$ cat src/sv/gpfb_pkg.sv
package gpfb_pkg;

  typedef enum logic [1:0] {
    OP_CLEAR = 2'd0,
    OP_DRAW  = 2'd1,
    OP_READ  = 2'd2
  } op_t;

  typedef struct packed {
    op_t        op;
    logic [7:0] col_x;
    logic [6:0] row_y;
    logic [7:0] char_code;
    logic [2:0] read_page;
    logic [6:0] read_column;
  } in_item_t;

  typedef struct packed {
    logic [7:0] read_data;
    logic       char_accepted;
  } out_item_t;

  typedef enum logic [3:0] {
    ST_INIT,
    ST_IDLE,
    ST_DECODE,
    ST_CLEAR,
    ST_DRAW_RD,
    ST_DRAW_WR,
    ST_READ_RD,
    ST_READ_CAP,
    ST_DONE
  } state_t;

  typedef struct packed {
    logic load;
    logic res_clear;
    logic clr_start;
    logic clr_step;
    logic glyph_wr;
    logic byte_rd;
    logic res_read;
  } ctrl_cmd_t;

  typedef struct packed {
    op_t  op;
    logic code_ok;
    logic sweep_last;
    logic step_last;
  } dp_status_t;

  localparam logic [7:0] CodeFirst = 8'h20;
  localparam logic [7:0] CodeLast  = 8'h7A;
  // two bytes (page halves) per glyph column, five columns
  localparam logic [3:0] StepLast  = 4'd9;

  function automatic logic [7:0] glyph_col(logic [7:0] code, logic [2:0] col);
    logic [4:0][7:0] g;
    g = '0;
    case (code)
      8'h25: g = {8'h23, 8'h13, 8'h08, 8'h64, 8'h62}; // %
      8'h2E: g = {8'h00, 8'h60, 8'h60, 8'h00, 8'h00}; // .
      8'h30: g = {8'h3E, 8'h51, 8'h49, 8'h45, 8'h3E};
      8'h31: g = {8'h00, 8'h42, 8'h7F, 8'h40, 8'h00};
      8'h32: g = {8'h42, 8'h61, 8'h51, 8'h49, 8'h46};
      8'h33: g = {8'h21, 8'h41, 8'h45, 8'h4B, 8'h31};
      8'h34: g = {8'h18, 8'h14, 8'h12, 8'h7F, 8'h10};
      8'h35: g = {8'h27, 8'h45, 8'h45, 8'h45, 8'h39};
      8'h36: g = {8'h3C, 8'h4A, 8'h49, 8'h49, 8'h30};
      8'h37: g = {8'h01, 8'h71, 8'h09, 8'h05, 8'h03};
      8'h38: g = {8'h36, 8'h49, 8'h49, 8'h49, 8'h36};
      8'h39: g = {8'h06, 8'h49, 8'h49, 8'h29, 8'h1E};
      8'h3A: g = {8'h00, 8'h36, 8'h36, 8'h00, 8'h00}; // :
      8'h43: g = {8'h3E, 8'h41, 8'h41, 8'h41, 8'h22}; // C
      8'h48: g = {8'h7F, 8'h08, 8'h08, 8'h08, 8'h7F}; // H
      8'h54: g = {8'h01, 8'h01, 8'h7F, 8'h01, 8'h01}; // T
      default: g = '0;
    endcase
    // leftmost column sits in the top element
    return g[3'd4 - col];
  endfunction

endpackage

$ cat src/sv/gpfb_ctrl.sv
module gpfb_ctrl (
  input  logic                  clk,
  input  logic                  rst_n,
  input  logic                  start,
  input  gpfb_pkg::dp_status_t  status,
  output gpfb_pkg::ctrl_cmd_t   cmd,
  output logic                  busy,
  output logic                  out_strobe
);

  gpfb_pkg::state_t state_r, state_nxt;

  always_ff @(posedge clk) begin
    if (!rst_n) begin
      state_r <= gpfb_pkg::ST_INIT;
    end else begin
      state_r <= state_nxt;
    end
  end

  always_comb begin
    state_nxt = state_r;
    case (state_r)
      gpfb_pkg::ST_INIT: begin
        if (status.sweep_last) state_nxt = gpfb_pkg::ST_IDLE;
      end
      gpfb_pkg::ST_IDLE: begin
        if (start) state_nxt = gpfb_pkg::ST_DECODE;
      end
      gpfb_pkg::ST_DECODE: begin
        case (status.op)
          gpfb_pkg::OP_CLEAR: state_nxt = gpfb_pkg::ST_CLEAR;
          gpfb_pkg::OP_DRAW: begin
            state_nxt = status.code_ok ? gpfb_pkg::ST_DRAW_RD : gpfb_pkg::ST_DONE;
          end
          gpfb_pkg::OP_READ: state_nxt = gpfb_pkg::ST_READ_RD;
          default: state_nxt = gpfb_pkg::ST_DONE;
        endcase
      end
      gpfb_pkg::ST_CLEAR: begin
        if (status.sweep_last) state_nxt = gpfb_pkg::ST_DONE;
      end
      gpfb_pkg::ST_DRAW_RD: state_nxt = gpfb_pkg::ST_DRAW_WR;
      gpfb_pkg::ST_DRAW_WR: begin
        state_nxt = status.step_last ? gpfb_pkg::ST_DONE : gpfb_pkg::ST_DRAW_RD;
      end
      gpfb_pkg::ST_READ_RD: state_nxt = gpfb_pkg::ST_READ_CAP;
      gpfb_pkg::ST_READ_CAP: state_nxt = gpfb_pkg::ST_DONE;
      gpfb_pkg::ST_DONE: state_nxt = gpfb_pkg::ST_IDLE;
      default: state_nxt = gpfb_pkg::ST_INIT;
    endcase
  end

  always_comb begin
    cmd        = '0;
    busy       = 1'b1;
    out_strobe = 1'b0;
    case (state_r)
      gpfb_pkg::ST_INIT: cmd.clr_step = 1'b1;
      gpfb_pkg::ST_IDLE: begin
        busy     = 1'b0;
        cmd.load = start;
      end
      gpfb_pkg::ST_DECODE: begin
        cmd.res_clear = 1'b1;
        cmd.clr_start = 1'b1;
      end
      gpfb_pkg::ST_CLEAR: cmd.clr_step = 1'b1;
      gpfb_pkg::ST_DRAW_RD: ;
      gpfb_pkg::ST_DRAW_WR: cmd.glyph_wr = 1'b1;
      gpfb_pkg::ST_READ_RD: cmd.byte_rd = 1'b1;
      gpfb_pkg::ST_READ_CAP: cmd.res_read = 1'b1;
      gpfb_pkg::ST_DONE: out_strobe = 1'b1;
      default: ;
    endcase
  end

endmodule

$ cat config.mk
export PLATFORM = sky130hd
export DESIGN_NAME = gpfb_ctrl
export DESIGN_NICKNAME = d
export VERILOG_FILES = /design/src/sv/gpfb_pkg.sv /design/src/sv/gpfb_ctrl.sv
export SDC_FILE = /design/constraint.sdc
export NUM_CORES = 1
export LEC_CHECK = 0
export BUFFER_PORTS_ARGS = -buffer_cell sky130_fd_sc_hd__buf_4
export CAP_MARGIN = 30
export CORE_AREA = 2 2 39 41
export DETAILED_ROUTE_END_ITERATION = 10
export DIE_AREA = 0 0 41 43
export SYNTH_ARGS = -nofsm -noshare
export SYNTH_HDL_FRONTEND = slang
export SYNTH_SLANG_ARGS = --single-unit
$ cat constraint.sdc
create_clock -name clk -period 3.5 [get_ports clk]
set_input_delay 0.875 -clock clk [delete_from_list [all_inputs] [get_ports clk]]
set_output_delay 0.875 -clock clk [all_outputs]
set_load 0.005 [all_outputs]
==> flow_metrics.py <==
metrics = {
    "timing": {
        "fin_skew_ns": 0.00563,
        "clock.fmax_mhz": 431,
        "max_slew.worst_pin.slew_ns": 0.459,
        "period_share_pct": 66.2,
        "setup_viol": 0,
        "rsz0062_at_grt": "no",
        "tns_ns": 0,
        "relSlewSlack_pct": 69.3,
        "slew_violations": 0,
        "min_period_ns": 2.32,
        "finalHoldViolCount": 0,
    },
    "job": {
        "drv_cap": 0,
    },
    "finish": {
        "syn_to_final_growth_pct": 34.3,
        "top_register": "state_r",
        "seqCellArea_sq_um": 80.1,
        "largest_reg_flops": 4,
        "fin_cells": 82,
        "final_nets": 76,
        "final_cell_mix": "buf_4, nand2_1, nor2_1, dfxtp_1",
        "reg_top3": "state_r: 4 flops",
        "drive_above_1_share_pct": 36.4,
        "multiInputGateArea_sq_um": 279,
        "fill_cells": 145,
        "antenna_cells": 0,
        "layout_commonest_cell": "buf_4",
    },
    "die": {
        "dieArea_sq_mm": 0.00176,
        "start_util_pct": 28.5,
        "io_pins": 17,
        "num_rows": 14,
        "core-area_sq_mm": 0.00138,
        "die_x_microns": 41,
        "die_y_microns": 43,
    },
    "synthesis": {
        "ys_ff_latch": 4,
        "async_reset_ff_share_pct": 0,
        "yosysSeqAreaShare_pct": 20.3,
        "synth_ff_type": "dfxtp_1",
        "ys_types": 30,
        "netlist_area_sq_um": 394,
        "synth_edf_count": 0,
        "syn_area_per_cell_sq_um": 7.73,
        "yosysWarnings": 0,
        "synth_fp_nets": 59,
        "syn-instance-count": 51,
    },
    "pwr": {
        "p_leak_nw": 0.228,
        "ir_drop_mv": 0.108,
        "power-per-cell-area_mw_per_mm2": 340,
    },
    "clock_tree": {
        "cts_tree": "built",
        "cts.root.buffer_cell": "clkbuf_4",
        "clkLatencyLatePin_ns": 0.24,
        "post_cts_buffers": 0,
        "numCtsBuffers": 3,
        "cts.clk_slew.worst_paths_ns": 0.04,
        "cts_buffer_depth": 2,
        "cts_resized": 0,
        "hold_buffers": 0,
        "cts.htree.levels": 1,
        "cts_sinks": 4,
    },
    "critical_path": {
        "path_buf_inv": 1,
        "r2r-start": "state_r[1]",
        "regToRegEndpoint": "state_r[1]",
        "crit_required_ns": 2.62,
        "start_kind": "register",
        "critPathMaxStageDelay_ns": 0.54,
        "worstRegToRegCells": 3,
        "critPathKind": "reg -> out",
        "r2r_setup_slack_ns": 2.09,
        "endpoint": "cmd[3]",
        "path_depth": 3,
        "arrival_ns": 1.44,
        "cp_max_fo": 13,
        "crit_chain": "and2b_1 > nor4_1 > buf_4",
        "end_kind": "output pin",
        "cp_slowest_cell": "dfxtp_1",
        "cp-startpoint": "state_r[1]",
        "cp_top_family": "flip-flops",
    },
    "route": {
        "ant_nets": 0,
        "post_drt_wl_per_cell_microns": 11.0,
        "routed_wl_microns": 906,
        "via_count": 425,
        "drt_iter0_drc": 9,
        "first_pass_iters": 4,
        "drc_errors": 0,
        "avgViaCountPerCell": 5.18,
    },
    "placed_design": {
        "port_buffers": 16,
        "dp_cells": 79,
        "place_congestion": 0.679,
        "dp_hpwl_microns": 655,
    },
    "run_status": {
        "status": "finished clean",
    },
    "global_route": {
        "grt_pass1_vias": 347,
        "grt_overflow": 0,
        "antenna_found_initial": 0,
        "grt_max_degree": 15,
        "grt_use_total_pct": 12.1,
        "grt_pass1_wl_microns": 1450,
    },
    "worst_hold_path": {
        "hp-class": "reg -> reg",
    },
}
[cells in the mapped netlist (2+ instances only)]
cell type	count	area, sq um
buf_4	3	22.5
nand2b_1	3	18.8
a21oi_1	3	15.0
nor2_1	4	15.0
dfxtp_1	4	80.1
and3_1	3	18.8
nor4_1	2	12.5
nand2_1	4	15.0
inv_1	2	7.51
o21ai_0	2	10.0
nor2b_1	2	12.5
[layer usage]
metal  GRT usage [%]  up-vias  routed length, microns
met5               0        -                       0
li1                -      220                       -
met3            3.14        4                      45
met1            15.1      188                     393
met4            8.00        0                      14
met2            17.5       13                     453
[report_power, final]
| part | total [W] | internal (W) | switching, W | leakage (nW) |
|---|---|---|---|---|
| Sequential | 0.0000626 | 0.0000497 | 0.0000129 | 0.0326 |
| Clock | 0.0000608 | 0.0000386 | 0.0000222 | 0.0138 |
| Combinational | 0.0000567 | 0.0000352 | 0.0000216 | 0.182 |
| Total | 0.000180 | 0.000123 | 0.0000567 | 0.228 |
[metrics by stage]
stage	utilization [%]	worst slack [ns]	area (sq um)	power, W	hold WS (ns)
finish	38.2	1.18	529	0.000180	0.646
floorplan	-	1.61	394	0.0000971	0.611
global placement	36.6	1.39	507	0.000120	0.647
global route	38.2	1.11	529	0.000194	0.685
detailed placement	36.6	1.38	507	0.000120	0.654
CTS	38.2	1.16	529	0.000181	0.650
[final cells by class]
cell class,instances,share of cell area (%)
flip-flops and latches,4,15.1
well taps,16,3.78
repair buffers,16,22.7
multi-input cells,41,52.7
clock buffers,3,4.26
inverters,2,1.42
[worst min-delay path by stage]
stage                     startpoint  cells past startpoint         end  slack [ns]
after floorplan           state_r[2]                      3  state_r[2]        0.61
after global placement    state_r[1]                      2  state_r[1]        0.65
after detailed placement  state_r[1]                      2  state_r[1]        0.65
after CTS                 state_r[1]                      2  state_r[1]        0.65
after global routing      state_r[1]                      2  state_r[1]        0.69
final                     state_r[1]                      2  state_r[1]        0.65
[worst min-delay path, stage by stage, from the launching register on]
cell and delay, ns:
dfxtp_1 0.41, nand2b_1 0.12, o32ai_1 0.06
[cells by family after synthesis]
family / share of synthesized area [%]
simple gates: 44.8
compound gates: 23.2
buf+inv: 8.89
flops: 20.3
mux: 2.86
(Power assumes the default switching activity.)
